`config.mk`:
```
export PLATFORM = sky130hd
export DESIGN_NAME = dle_stx_frame_receiver_crc16_top
export DESIGN_NICKNAME = d
export VERILOG_FILES = /design/src/rtl/dsfrx_pkg.sv /design/src/rtl/dsfrx_queue.sv /design/src/rtl/dsfrx_front.sv /design/src/rtl/dsfrx_back.sv /design/src/rtl/dle_stx_frame_receiver_crc16_top.sv
export VERILOG_INCLUDE_DIRS = /design/src /design/src/rtl
export SDC_FILE = /design/constraint.sdc
export NUM_CORES = 1
export LEC_CHECK = 0
export CORE_MARGIN = 10
export CORE_UTILIZATION = 63
export CTS_CLUSTER_SIZE = 8
export DETAILED_ROUTE_END_ITERATION = 10
export DONT_BUFFER_PORTS = 1
export GPL_TIMING_DRIVEN = 0
export HOLD_SLACK_MARGIN = 0.15
export PLACE_DENSITY = 0.79
export SYNTH_ARGS = -nofsm -noshare
export SYNTH_HDL_FRONTEND = slang
export SYNTH_SLANG_ARGS = --single-unit
```
`constraint.sdc`:
```
create_clock -name clock -period 3 [get_ports clock]
set_input_delay 0.6 -clock clock [delete_from_list [all_inputs] [get_ports clock]]
set_output_delay 0.6 -clock clock [all_outputs]
set_load 0.05 [all_outputs]
```
`src/rtl/assert_macros.svh`:
```
// assertion macros shared by the rtl files
`ifndef ASSERT_MACROS_SVH
`define ASSERT_MACROS_SVH

// property must hold at every clock edge outside reset
`define DSF_ASSERT(lbl, clk, rst, prop, msg) \
   lbl: assert property (@(posedge clk) disable iff (rst) (prop)) else $error(msg);

// consequent must hold in the cycle after the antecedent
`define DSF_ASSERT_NEXT(lbl, clk, rst, ante, cons, msg) \
   lbl: assert property (@(posedge clk) disable iff (rst) (ante) |=> (cons)) else $error(msg);

`endif

```
`src/rtl/dsfrx_pkg.sv`:
```
// shared types, constants and crc helper for the framed receiver
`default_nettype none

package dsfrx_pkg;

   localparam logic [7:0]  SYM_DLE  = 8'h90;
   localparam logic [7:0]  SYM_STX  = 8'h02;
   localparam logic [15:0] CRC_POLY = 16'h1021;
   localparam logic [15:0] CRC_TOP  = 16'h8000;

   // parser phase; code 7 is unused and falls back to hunting for dle
   typedef enum logic [2:0] {
      PH_DLE,
      PH_STX,
      PH_OPCODE,
      PH_LEN,
      PH_DATA,
      PH_CRC1,
      PH_CRC2
   } phase_type;

   // operation handed from the parser to the crc / result side
   typedef enum logic [1:0] {
      OP_HDR,
      OP_DATA,
      OP_CRC_LO,
      OP_CRC_HI
   } op_type;

   typedef struct packed {
      op_type      op;
      logic [7:0]  data_byte;
      logic [8:0]  byte_index;
      logic [7:0]  opcode;
      logic [7:0]  length_words;
   } queue_entry_type;

   typedef struct packed {
      logic full;
      logic empty;
   } queue_status_type;

   // crc-16 ccitt, msb first, one byte shifted through the register
   function automatic logic [15:0] crc_feed_byte(input logic [15:0] crc_i,
                                                  input logic [7:0]  byte_i);
      logic [15:0] c;
      logic [7:0]  bits;
      logic        carry;
      c    = crc_i;
      bits = byte_i;
      for (int i = 0; i < 8; i++) begin
         carry = |(c & CRC_TOP);
         c     = {c[14:0], bits[7]};
         bits  = {bits[6:0], 1'b0};
         if (carry) begin
            c = c ^ CRC_POLY;
         end
      end
      return c;
   endfunction

endpackage

`default_nettype wire

```
`src/rtl/dsfrx_queue.sv`:
```
// small fifo between the parser and the crc / result stage
`default_nettype none
`include "assert_macros.svh"

module dsfrx_queue #(
   parameter int DEPTH = 4
) (
   input  wire                          clock,
   input  wire                          reset,
   input  wire                          push_valid,
   input  dsfrx_pkg::queue_entry_type   push_data,
   input  wire                          pop,
   output dsfrx_pkg::queue_entry_type   pop_data,
   output dsfrx_pkg::queue_status_type  status
);
   import dsfrx_pkg::*;

   localparam int PTR_W = (DEPTH > 1) ? $clog2(DEPTH) : 1;
   localparam int CNT_W = $clog2(DEPTH + 1);

   queue_entry_type  entries_ff [DEPTH];
   logic [PTR_W-1:0] wr_ptr_ff, wr_ptr_in;
   logic [PTR_W-1:0] rd_ptr_ff, rd_ptr_in;
   logic [CNT_W-1:0] count_ff, count_in;
   logic             full, empty, do_push, do_pop;

   assign full    = (count_ff == CNT_W'(DEPTH));
   assign empty   = (count_ff == '0);
   assign do_push = push_valid && !full;
   assign do_pop  = pop && !empty;

   assign status   = '{full: full, empty: empty};
   assign pop_data = entries_ff[rd_ptr_ff];

   always_comb begin
      wr_ptr_in = wr_ptr_ff;
      rd_ptr_in = rd_ptr_ff;
      count_in  = count_ff;
      if (do_push) begin
         wr_ptr_in = (wr_ptr_ff == PTR_W'(DEPTH - 1)) ? '0 : wr_ptr_ff + PTR_W'(1);
      end
      if (do_pop) begin
         rd_ptr_in = (rd_ptr_ff == PTR_W'(DEPTH - 1)) ? '0 : rd_ptr_ff + PTR_W'(1);
      end
      if (do_push && !do_pop) begin
         count_in = count_ff + CNT_W'(1);
      end else if (do_pop && !do_push) begin
         count_in = count_ff - CNT_W'(1);
      end
   end

   always_ff @(posedge clock) begin
      if (reset) begin
         wr_ptr_ff <= '0;
         rd_ptr_ff <= '0;
         count_ff  <= '0;
      end else begin
         wr_ptr_ff <= wr_ptr_in;
         rd_ptr_ff <= rd_ptr_in;
         count_ff  <= count_in;
      end
   end

   always_ff @(posedge clock) begin
      if (do_push) begin
         entries_ff[wr_ptr_ff] <= push_data;
      end
   end

   `DSF_ASSERT(a_count_in_range, clock, reset, count_ff <= CNT_W'(DEPTH), "queue overfilled")
   `DSF_ASSERT_NEXT(a_push_grows, clock, reset, do_push && !do_pop,
      count_ff == CNT_W'($past(count_ff) + CNT_W'(1)), "queue count lost a push")

endmodule

`default_nettype wire

```
`src/rtl/dsfrx_front.sv`:
```
// byte parser: unstuffing, framing and classification of each received byte
`default_nettype none

module dsfrx_front (
   input  wire                          clock,
   input  wire                          reset,
   input  wire                          req_valid,
   output logic                         req_stall,
   input  wire  [7:0]                   req_rx_byte,
   input  dsfrx_pkg::queue_status_type  queue_status,
   output logic                         push_valid,
   output dsfrx_pkg::queue_entry_type   push_data
);
   import dsfrx_pkg::*;

   phase_type  phase_ff, phase_in;
   logic       esc_ff, esc_in;
   logic [7:0] length_ff, length_in;
   logic [7:0] opcode_ff, opcode_in;
   logic [8:0] count_ff, count_in;
   logic [8:0] count_next;
   logic       accept;
   logic [7:0] d;

   assign req_stall  = queue_status.full;
   assign accept     = req_valid && !queue_status.full;
   assign d          = req_rx_byte;
   assign count_next = count_ff + 9'd1;

   always_comb begin
      phase_in   = phase_ff;
      esc_in     = esc_ff;
      length_in  = length_ff;
      opcode_in  = opcode_ff;
      count_in   = count_ff;
      push_valid = 1'b0;
      push_data  = '{op: OP_HDR, data_byte: d, byte_index: count_ff,
                     opcode: opcode_ff, length_words: length_ff};
      if (accept) begin
         if (esc_ff && d == SYM_STX) begin
            // restart from any phase
            phase_in = PH_OPCODE;
            esc_in   = 1'b0;
         end else if (phase_ff == PH_DLE && d == SYM_DLE) begin
            phase_in = PH_STX;
         end else if (d == SYM_DLE && !esc_ff) begin
            esc_in = 1'b1;
         end else begin
            // doubled dle collapses to one data dle
            if (d == SYM_DLE) begin
               esc_in = 1'b0;
            end
            if (phase_ff == PH_STX && d == SYM_STX) begin
               phase_in = PH_OPCODE;
            end else begin
               unique case (phase_ff)
                  PH_OPCODE: begin
                     opcode_in = d;
                     phase_in  = PH_LEN;
                  end
                  PH_LEN: begin
                     length_in         = d;
                     count_in          = '0;
                     push_valid        = 1'b1;
                     push_data.op      = OP_HDR;
                     push_data.length_words = d;
                     phase_in          = (d == 8'd0) ? PH_CRC1 : PH_DATA;
                  end
                  PH_DATA: begin
                     push_valid   = 1'b1;
                     push_data.op = OP_DATA;
                     count_in     = count_next;
                     if (count_next == {length_ff, 1'b0}) begin
                        phase_in = PH_CRC1;
                     end
                  end
                  PH_CRC1: begin
                     push_valid   = 1'b1;
                     push_data.op = OP_CRC_LO;
                     phase_in     = PH_CRC2;
                  end
                  PH_CRC2: begin
                     push_valid   = 1'b1;
                     push_data.op = OP_CRC_HI;
                     phase_in     = PH_DLE;
                  end
                  default: begin
                     // bad sync or unused code
                     phase_in = PH_DLE;
                  end
               endcase
            end
         end
      end
   end

   always_ff @(posedge clock) begin
      if (reset) begin
         phase_ff  <= PH_DLE;
         esc_ff    <= 1'b0;
         length_ff <= '0;
         opcode_ff <= '0;
         count_ff  <= '0;
      end else begin
         phase_ff  <= phase_in;
         esc_ff    <= esc_in;
         length_ff <= length_in;
         opcode_ff <= opcode_in;
         count_ff  <= count_in;
      end
   end

endmodule

`default_nettype wire

```
`src/rtl/dsfrx_back.sv`:
```
// crc accumulation and result register
`default_nettype none
`include "assert_macros.svh"

module dsfrx_back (
   input  wire                          clock,
   input  wire                          reset,
   input  dsfrx_pkg::queue_entry_type   pop_data,
   input  dsfrx_pkg::queue_status_type  queue_status,
   output logic                         pop,
   output logic                         rsp_valid,
   input  wire                          rsp_stall,
   output logic                         rsp_kind,
   output logic [7:0]                   rsp_data_byte,
   output logic [8:0]                   rsp_byte_index,
   output logic [7:0]                   rsp_opcode,
   output logic [7:0]                   rsp_length_words,
   output logic [15:0]                  rsp_received_crc,
   output logic                         rsp_crc_ok
);
   import dsfrx_pkg::*;

   logic        valid_ff, valid_in;
   logic        kind_ff, kind_in;
   logic [7:0]  data_byte_ff, data_byte_in;
   logic [8:0]  byte_index_ff, byte_index_in;
   logic [7:0]  opcode_ff, opcode_in;
   logic [7:0]  length_ff, length_in;
   logic [15:0] rx_crc_ff, rx_crc_in;
   logic        crc_ok_ff, crc_ok_in;
   logic [15:0] crc_ff, crc_in;
   logic [7:0]  held_ff, held_in;
   logic [7:0]  crc_low_ff, crc_low_in;
   logic        take, emit;
   logic [15:0] rx_word, fin_crc;

   // output slot free or being emptied this cycle
   assign take    = !valid_ff || !rsp_stall;
   assign pop     = take && !queue_status.empty;
   assign rx_word = {pop_data.data_byte, crc_low_ff};
   assign fin_crc = crc_feed_byte(crc_feed_byte(crc_ff, 8'd0), 8'd0);

   always_comb begin
      crc_in        = crc_ff;
      held_in       = held_ff;
      crc_low_in    = crc_low_ff;
      emit          = 1'b0;
      kind_in       = kind_ff;
      data_byte_in  = data_byte_ff;
      byte_index_in = byte_index_ff;
      opcode_in     = opcode_ff;
      length_in     = length_ff;
      rx_crc_in     = rx_crc_ff;
      crc_ok_in     = crc_ok_ff;
      if (pop) begin
         unique case (pop_data.op)
            OP_HDR: begin
               crc_in = crc_feed_byte(crc_feed_byte(16'd0, pop_data.length_words),
                                      pop_data.opcode);
            end
            OP_DATA: begin
               emit          = 1'b1;
               kind_in       = 1'b0;
               data_byte_in  = pop_data.data_byte;
               byte_index_in = pop_data.byte_index;
               opcode_in     = '0;
               length_in     = '0;
               rx_crc_in     = '0;
               crc_ok_in     = 1'b0;
               if (!pop_data.byte_index[0]) begin
                  held_in = pop_data.data_byte;
               end else begin
                  // word goes in high byte first
                  crc_in = crc_feed_byte(crc_feed_byte(crc_ff, pop_data.data_byte), held_ff);
               end
            end
            OP_CRC_LO: begin
               crc_low_in = pop_data.data_byte;
            end
            OP_CRC_HI: begin
               emit          = 1'b1;
               kind_in       = 1'b1;
               data_byte_in  = '0;
               byte_index_in = '0;
               opcode_in     = pop_data.opcode;
               length_in     = pop_data.length_words;
               rx_crc_in     = rx_word;
               crc_ok_in     = (fin_crc == rx_word);
            end
            default: begin
               emit = 1'b0;
            end
         endcase
      end
      valid_in = take ? emit : valid_ff;
   end

   always_ff @(posedge clock) begin
      if (reset) begin
         valid_ff <= 1'b0;
      end else begin
         valid_ff <= valid_in;
      end
   end

   always_ff @(posedge clock) begin
      crc_ff        <= crc_in;
      held_ff       <= held_in;
      crc_low_ff    <= crc_low_in;
      kind_ff       <= kind_in;
      data_byte_ff  <= data_byte_in;
      byte_index_ff <= byte_index_in;
      opcode_ff     <= opcode_in;
      length_ff     <= length_in;
      rx_crc_ff     <= rx_crc_in;
      crc_ok_ff     <= crc_ok_in;
   end

   assign rsp_valid        = valid_ff;
   assign rsp_kind         = kind_ff;
   assign rsp_data_byte    = data_byte_ff;
   assign rsp_byte_index   = byte_index_ff;
   assign rsp_opcode       = opcode_ff;
   assign rsp_length_words = length_ff;
   assign rsp_received_crc = rx_crc_ff;
   assign rsp_crc_ok       = crc_ok_ff;

   `DSF_ASSERT_NEXT(a_data_gives_byte, clock, reset, pop && pop_data.op == OP_DATA,
      rsp_valid && !rsp_kind, "data op did not produce a byte result")
   `DSF_ASSERT_NEXT(a_crc_hi_gives_done, clock, reset, pop && pop_data.op == OP_CRC_HI,
      rsp_valid && rsp_kind, "crc high op did not produce a done result")

endmodule

`default_nettype wire

```
`src/rtl/dle_stx_frame_receiver_crc16_top.sv`:
```
// top level of the dle/stx framed receiver with crc-16 check
//
//   channel  | ports                      | moves
//   ---------+----------------------------+---------------------------------------
//   req      | req_valid / req_stall      | one raw received byte per transfer
//   rsp      | rsp_valid / rsp_stall      | one payload byte or one frame summary
//
// one byte is taken per cycle while req_stall is low and is classified in that cycle
// a result is registered: the queue entry written when its byte is taken is popped,
//   when the result slot is free, into the crc / result register, which also holds
//   the unrolled 16-bit crc update
// synchronous active-high reset clears the parser state, queue pointers and rsp_valid
// rsp_stall holds the result register; the queue absorbs QUEUE_DEPTH header, data
//   and crc operations before req_stall rises (queue full)
`default_nettype none

module dle_stx_frame_receiver_crc16_top #(
   parameter int QUEUE_DEPTH = 4
) (
   input  wire         clock,
   input  wire         reset,
   input  wire         req_valid,
   output logic        req_stall,
   input  wire  [7:0]  req_rx_byte,
   output logic        rsp_valid,
   input  wire         rsp_stall,
   output logic        rsp_kind,
   output logic [7:0]  rsp_data_byte,
   output logic [8:0]  rsp_byte_index,
   output logic [7:0]  rsp_opcode,
   output logic [7:0]  rsp_length_words,
   output logic [15:0] rsp_received_crc,
   output logic        rsp_crc_ok
);
   import dsfrx_pkg::*;

   // classified operations from parser to crc stage
   logic             push_valid;
   queue_entry_type  push_data;
   queue_entry_type  pop_data;
   queue_status_type queue_status;
   logic             pop;

   // front: unstuffing and frame parsing
   dsfrx_front u_front (
      .clock        (clock),
      .reset        (reset),
      .req_valid    (req_valid),
      .req_stall    (req_stall),
      .req_rx_byte  (req_rx_byte),
      .queue_status (queue_status),
      .push_valid   (push_valid),
      .push_data    (push_data)
   );

   // decoupling queue
   dsfrx_queue #(
      .DEPTH (QUEUE_DEPTH)
   ) u_queue (
      .clock      (clock),
      .reset      (reset),
      .push_valid (push_valid),
      .push_data  (push_data),
      .pop        (pop),
      .pop_data   (pop_data),
      .status     (queue_status)
   );

   // back: crc accumulation and result register
   dsfrx_back u_back (
      .clock            (clock),
      .reset            (reset),
      .pop_data         (pop_data),
      .queue_status     (queue_status),
      .pop              (pop),
      .rsp_valid        (rsp_valid),
      .rsp_stall        (rsp_stall),
      .rsp_kind         (rsp_kind),
      .rsp_data_byte    (rsp_data_byte),
      .rsp_byte_index   (rsp_byte_index),
      .rsp_opcode       (rsp_opcode),
      .rsp_length_words (rsp_length_words),
      .rsp_received_crc (rsp_received_crc),
      .rsp_crc_ok       (rsp_crc_ok)
   );

endmodule

`default_nettype wire
```
After elaboration in Yosys (flattened, before gate mapping). Memory sizes are Yosys's and may differ from the RTL's. A register that Yosys moved wholly into a read port is not among the register bits. Cells that the tools add are included.

Mux-type cells: 168. Reductions and logical operators: 37. Eq/ne operators: 20. Bitwise operators: 51. Add/subtract/negate cells: 5.

Operators by type and width (number): 2-to-1 mux 16 bit (74); 2-to-1 mux 13 bit (46); NOT 3 bit (46); case mux 16 bit (2 select lines) (2); 2-to-1 mux 8 bit (6); case mux 8 bit (2 select lines) (3); case mux 9 bit (2 select lines) (2); 2-to-1 mux 3 bit (7); 2-to-1 mux 2 bit (9); equality test 16 bit (1); 2-to-1 mux 1 bit (15); equality test 3 bit, second input constant (4); case mux 3 bit (4 select lines) (1); AND reduction 3 bit (4); AND reduction 6 bit (2); logical AND 1 bit (10); adder 9 x 1 -> 9 bit, second input constant (1); equality test 9 bit (1); equality test 2 bit, second input constant (4); equality test 8 x 2 -> 1 bit, second input constant (1); equality test 8 bit, second input constant (1); logical NOT 8 bit (1); nonzero test 2 bit (4); logical NOT 1 bit (7); other kinds (19) (29).

RAM bits: 140. Memories kept: 1. Logic and storage cells: 301. Register bits after elaboration: 120. Output and inout bits: 53.

Memories: u_queue.entries_ff (words 4, width 35, rd ports 1, clocked after Yosys merged registers in 1, wr ports 1, line dsfrx_queue.sv:21) `queue_entry_type entries_ff [DEPTH];`.

Depth between registers and ports, before layout.
Word-level depth: 79. Mapped depth: 11.

By module. From an unflattened synthesis, not the netlist that was laid out.

Cell total of the unflattened synthesis: 724. Area total of the unflattened synthesis: 11373.4 µm².

Modules (own cells, without submodules): dsfrx_queue (area each 5551.6 µm², times used 1, cells each 235, sequential area each 4384.2 µm²); dsfrx_back (area each 3811.2 µm², times used 1, cells each 259, sequential area each 2512.4 µm²); dsfrx_front (area each 2010.7 µm², times used 1, cells each 230, sequential area each 580.6 µm²).

Worst setup path after synthesis. Ideal clock, no wire load.

Kind: reg2reg. Start point: register u_queue.count_ff[0]. End point: register u_queue.count_ff[2]. Period minus slack after synthesis: 3.286 ns. Stages on the path, launching flop included: 11. Slack: -0.286 ns. Data arrival time: 3.215 ns. Cells stage by stage: dfxtp_1 -> nor3b_1 -> nand2b_1 -> clkbuf_1 -> nor3_2 -> ha_1 -> inv_1 -> fa_1 -> xor2_1 -> or3_1 -> a21oi_1.

Word-level cells in the longest chain between the ends: 8. Elaborated cells on any way between the ends: 18.

RTL lines: from (decl) (line dsfrx_queue.sv:24) `logic [CNT_W-1:0] count_ff, count_in;`; from (signal assigned) (line dsfrx_queue.sv:60) `count_ff <= count_in;`; equality test 3 bit (*) (line dsfrx_queue.sv:27) `assign full = (count_ff == CNT_W'(DEPTH));`; via req_stall (line dle_stx_frame_receiver_crc16_top.sv:23) `output logic req_stall,`; logical NOT 1 bit (*) (line dsfrx_queue.sv:29, dsfrx_front.sv:26); logical AND 1 bit (line dsfrx_front.sv:26) `assign accept = req_valid && !queue_status.full;`; 2-to-1 mux 1 bit (line dsfrx_front.sv:39) `if (accept) begin`; logical AND 1 bit (*) (line dsfrx_queue.sv:29) `assign do_push = push_valid && !full;`; via u_queue.do_push (line dsfrx_queue.sv:25) `logic full, empty, do_push, do_pop;`; logical NOT 1 bit (line dsfrx_queue.sv:47) `end else if (do_pop && !do_push) begin`; logical AND 1 bit (line dsfrx_queue.sv:47); nonzero test 2 bit (no line).

Mark *: on every way through the listed nets, which the timed path passes. The rest lies on a longest branch. The select of a mux whose other input is x is not followed. A chain may end at the register's enable or synchronous reset.

Worst setup path in the final report.
Start point: register u_queue.count_ff[2]. End point: register u_queue.count_ff[2].

Same word-level chain as after synthesis.

==> flow_metrics.tcl <==
set metrics [dict create \
    grt_usage 0.207 \
    cts_root_buf "clkbuf_16" \
    ys_types 65 \
    p_seq_frac 0.426 \
    worstPathArrival_ps 3240 \
    holdBufCountCts 0 \
    wl_um 24300 \
    n_fill_cell 1012 \
    seq_area_frac_synth 0.679 \
    place_area_um2 11400 \
    ff2ff_path_depth 10 \
    synth-seq-cells 262 \
    grt_pass1_wl_um 37900 \
    final_hold_viol_count 0 \
    clkPwrFrac 0.265 \
    area_delta_synth_final_pct 13.6 \
    clk_pin_slew_ps 50 \
    die_width_um 152 \
    cap_violations 0 \
    ys_async_sr_fraction 0 \
    reg2reg_from "u_queue.count_ff[2]$_SDFFE_PP0P_" \
    hold_depth 0 \
    cts.sinks 262 \
    num_vias 6170 \
    max_slew_margin 0.202 \
    crit_type "reg -> reg" \
    grt_pass1_vias 6520 \
    clk_latency_ps 510 \
    skew_ps 15.6 \
    drc_errors 0 \
    hp-start "req_rx_byte[0]" \
    cp_max_fo 10 \
    cp.required_ps 3430 \
    hold_class "in -> reg" \
    rows 48 \
    die_h_um 152 \
    power.density_nw_per_um2 1140 \
    routabilityCongestion 0.896 \
    status "finished, final reports clean" \
    cts_htree_levels 2 \
    hpwl_um 15800 \
    fin_area_um2 12500 \
    layout-drive-gt1-share 0.170 \
    slew_violations 0 \
    p_sw_frac 0.364 \
    power_switching_mw 5.19 \
    antenna_left 0 \
    ff2ff_setup_slack_ps 200 \
    antenna_found_initial 0 \
    post-route-min-period_ps 2800 \
    leakage_nw 4.22 \
    yosys_most_used_dff "edfxtp_1" \
    p_int_mw 9.09 \
    dieArea_um2 23200 \
    final-seq-area_um2 7480 \
    syn-num-nets 707 \
    startpoint "u_queue.count_ff[2]$_SDFFE_PP0P_" \
    setup_viol 0 \
    layout_common_cells "223 x edfxtp_1, 45 x xnor2_1, 39 x dfxtp_1, 39 x clkbuf_16" \
    final_common_cell "edfxtp_1" \
    synth_edf_count 223 \
    vdd_ir_drop_max_uv 823 \
    port_buffers 0 \
    numCtsBuffers 38 \
    io_pins 65 \
    clock_tree.buffer_depth 3 \
    preCtsSetupSlack_ps -232 \
    period_share 0.935 \
    avgSynthCellArea_um2 16.0 \
    wire_per_inst_um 25.0 \
    cts_tree "built" \
    netlist_instances 687 \
    power_frac_comb 0.309 \
    max_slew.worst_pin.slew_ps 1190 \
    end_kind "register" \
    yosys_warnings 0 \
    timing.hold.ws_ps 185 \
    fin_nets 754 \
    grt_max_degree 41 \
    multi_input_area_um2 3380 \
    cp-start-kind "register" \
    firstDrtPassIters 5 \
    rsz0062_at_grt "false" \
    synth_area_um2 11000 \
    diodes 0 \
    start_util 0.639 \
    fmax_mhz 357 \
    drt_iter0_markers 581 \
    coreArea_um2 17200 \
    vias_per_cell 6.33 \
    setup_slack_ps 196 \
    overflow 0 \
]
==> cell usage after synthesis, drive strengths merged (4+ instances only) <==
| cell | n | share of area |
|---|---|---|
| o21ai | 19 | 0.0086 |
| a311oi | 5 | 0.0040 |
| mux4 | 35 | 0.072 |
| and3 | 37 | 0.021 |
| a21oi | 15 | 0.0072 |
| nand2b | 4 | 0.0023 |
| nand3 | 10 | 0.0045 |
| and2 | 14 | 0.0080 |
| mux2i | 15 | 0.014 |
| buf | 14 | 0.0067 |
| ha | 7 | 0.0080 |
| inv | 8 | 0.0027 |
| xnor2 | 48 | 0.043 |
| nand2 | 30 | 0.010 |
| clkbuf | 23 | 0.0078 |
| nor3 | 12 | 0.0073 |
| nor2b | 18 | 0.010 |
| edfxtp | 223 | 0.61 |
| or3 | 5 | 0.0028 |
| xor2 | 18 | 0.016 |
| nor2 | 24 | 0.0082 |
| dfxtp | 39 | 0.071 |
| mux2 | 11 | 0.011 |
| nand3b | 4 | 0.0027 |
==> flip-flops by register name, indices dropped and copies added (netlist names), 9 cells and up, named ones only <==
| name | flops |
|---|---|
| u_front.count_ff | 9 |
| u_back.rsp_received_crc | 16 |
| u_back.crc_ff | 16 |
| u_back.rsp_byte_index | 9 |
| u_queue.entries_ff | 140 |
==> worst max-delay path: stages, from the launching register on <==
cell	delay [ps]
dfxtp_1	390
nor3b_4	560
nand2b_1	230
clkbuf_1	440
nor3_4	70
ha_1	230
inv_1	90
fa_1	180
xor2_1	80
or3_1	300
a21oi_1	160
==> path summary, 6_finish.rpt <==
path	to
max	u_queue.count_ff[2]$_SDFFE_PP0P_
min	u_queue.entries_ff[3][25]$_DFFE_PP_
max reg2reg	u_queue.count_ff[2]$_SDFFE_PP0P_
min reg2reg	u_queue.entries_ff[3][12]$_DFFE_PP_
==> per-layer routing <==
| metal | vias up | routed length (µm) | global-route usage |
|---|---|---|---|
| met5 | - | 0 | 0 |
| met4 | 0 | 865 | 0.0949 |
| li1 | 2714 | - | - |
| met2 | 309 | 12100 | 0.334 |
| met3 | 62 | 1930 | 0.0477 |
| met1 | 3085 | 9460 | 0.262 |
==> repair_timing <==
item                                    in CTS  in global routing
pin swaps                                    0                  1
endpoints found under the setup margin      18                  1
cloned                                       0                  0
buffers inserted                             0                  1
gates resized for setup                      5                  0
==> per-stage QoR <==
step | utilization | setup TNS (ps) | power, mW | instances
final | 0.725 | 0 | 14.3 | 974
after global routing | 0.725 | 0 | 14.9 | 974
after CTS | 0.725 | 0 | 14.4 | 973
after detailed placement | 0.662 | -1510 | 10.5 | 918
after global placement | 0.655 | -102500 | 10.3 | 912
after floorplan | - | 0 | 9.39 | 687
==> layout make-up <==
| class | count | area share |
|---|---|---|
| Buffer | 37 | 0.0128 |
| Clock buffer | 54 | 0.0834 |
| Clock inverter | 1 | 0.000700 |
| Inverter | 8 | 0.00240 |
| Multi-Input combinational cell | 380 | 0.271 |
| Sequential cell | 262 | 0.598 |
| Tap cell | 225 | 0.0225 |
| Timing Repair Buffer | 7 | 0.00951 |
==> power by group through the flow <==
stage                     Clock, mW  Sequential (mW)  Combinational, mW
final                          3.78             6.09               4.41
after global routing           3.98             6.14               4.76
after CTS                      3.82             6.14               4.41
after detailed placement          0             6.19               4.35
after global placement            0             6.46               3.84
after floorplan                   0             6.33               3.06
==> kinds of logic (layout without fill, tap and decap cells) <==
kind of cell	Yosys count	count (layout)	synth area share
flops	262	262	0.679
buf+inv	45	107	0.0173
xor+xnor	70	70	0.0675
compound gates	67	67	0.0394
simple gates	174	174	0.0904
mux	61	61	0.0965
fa+ha+maj	8	8	0.00977
Note: power is estimated with default switching activity, not from simulation.
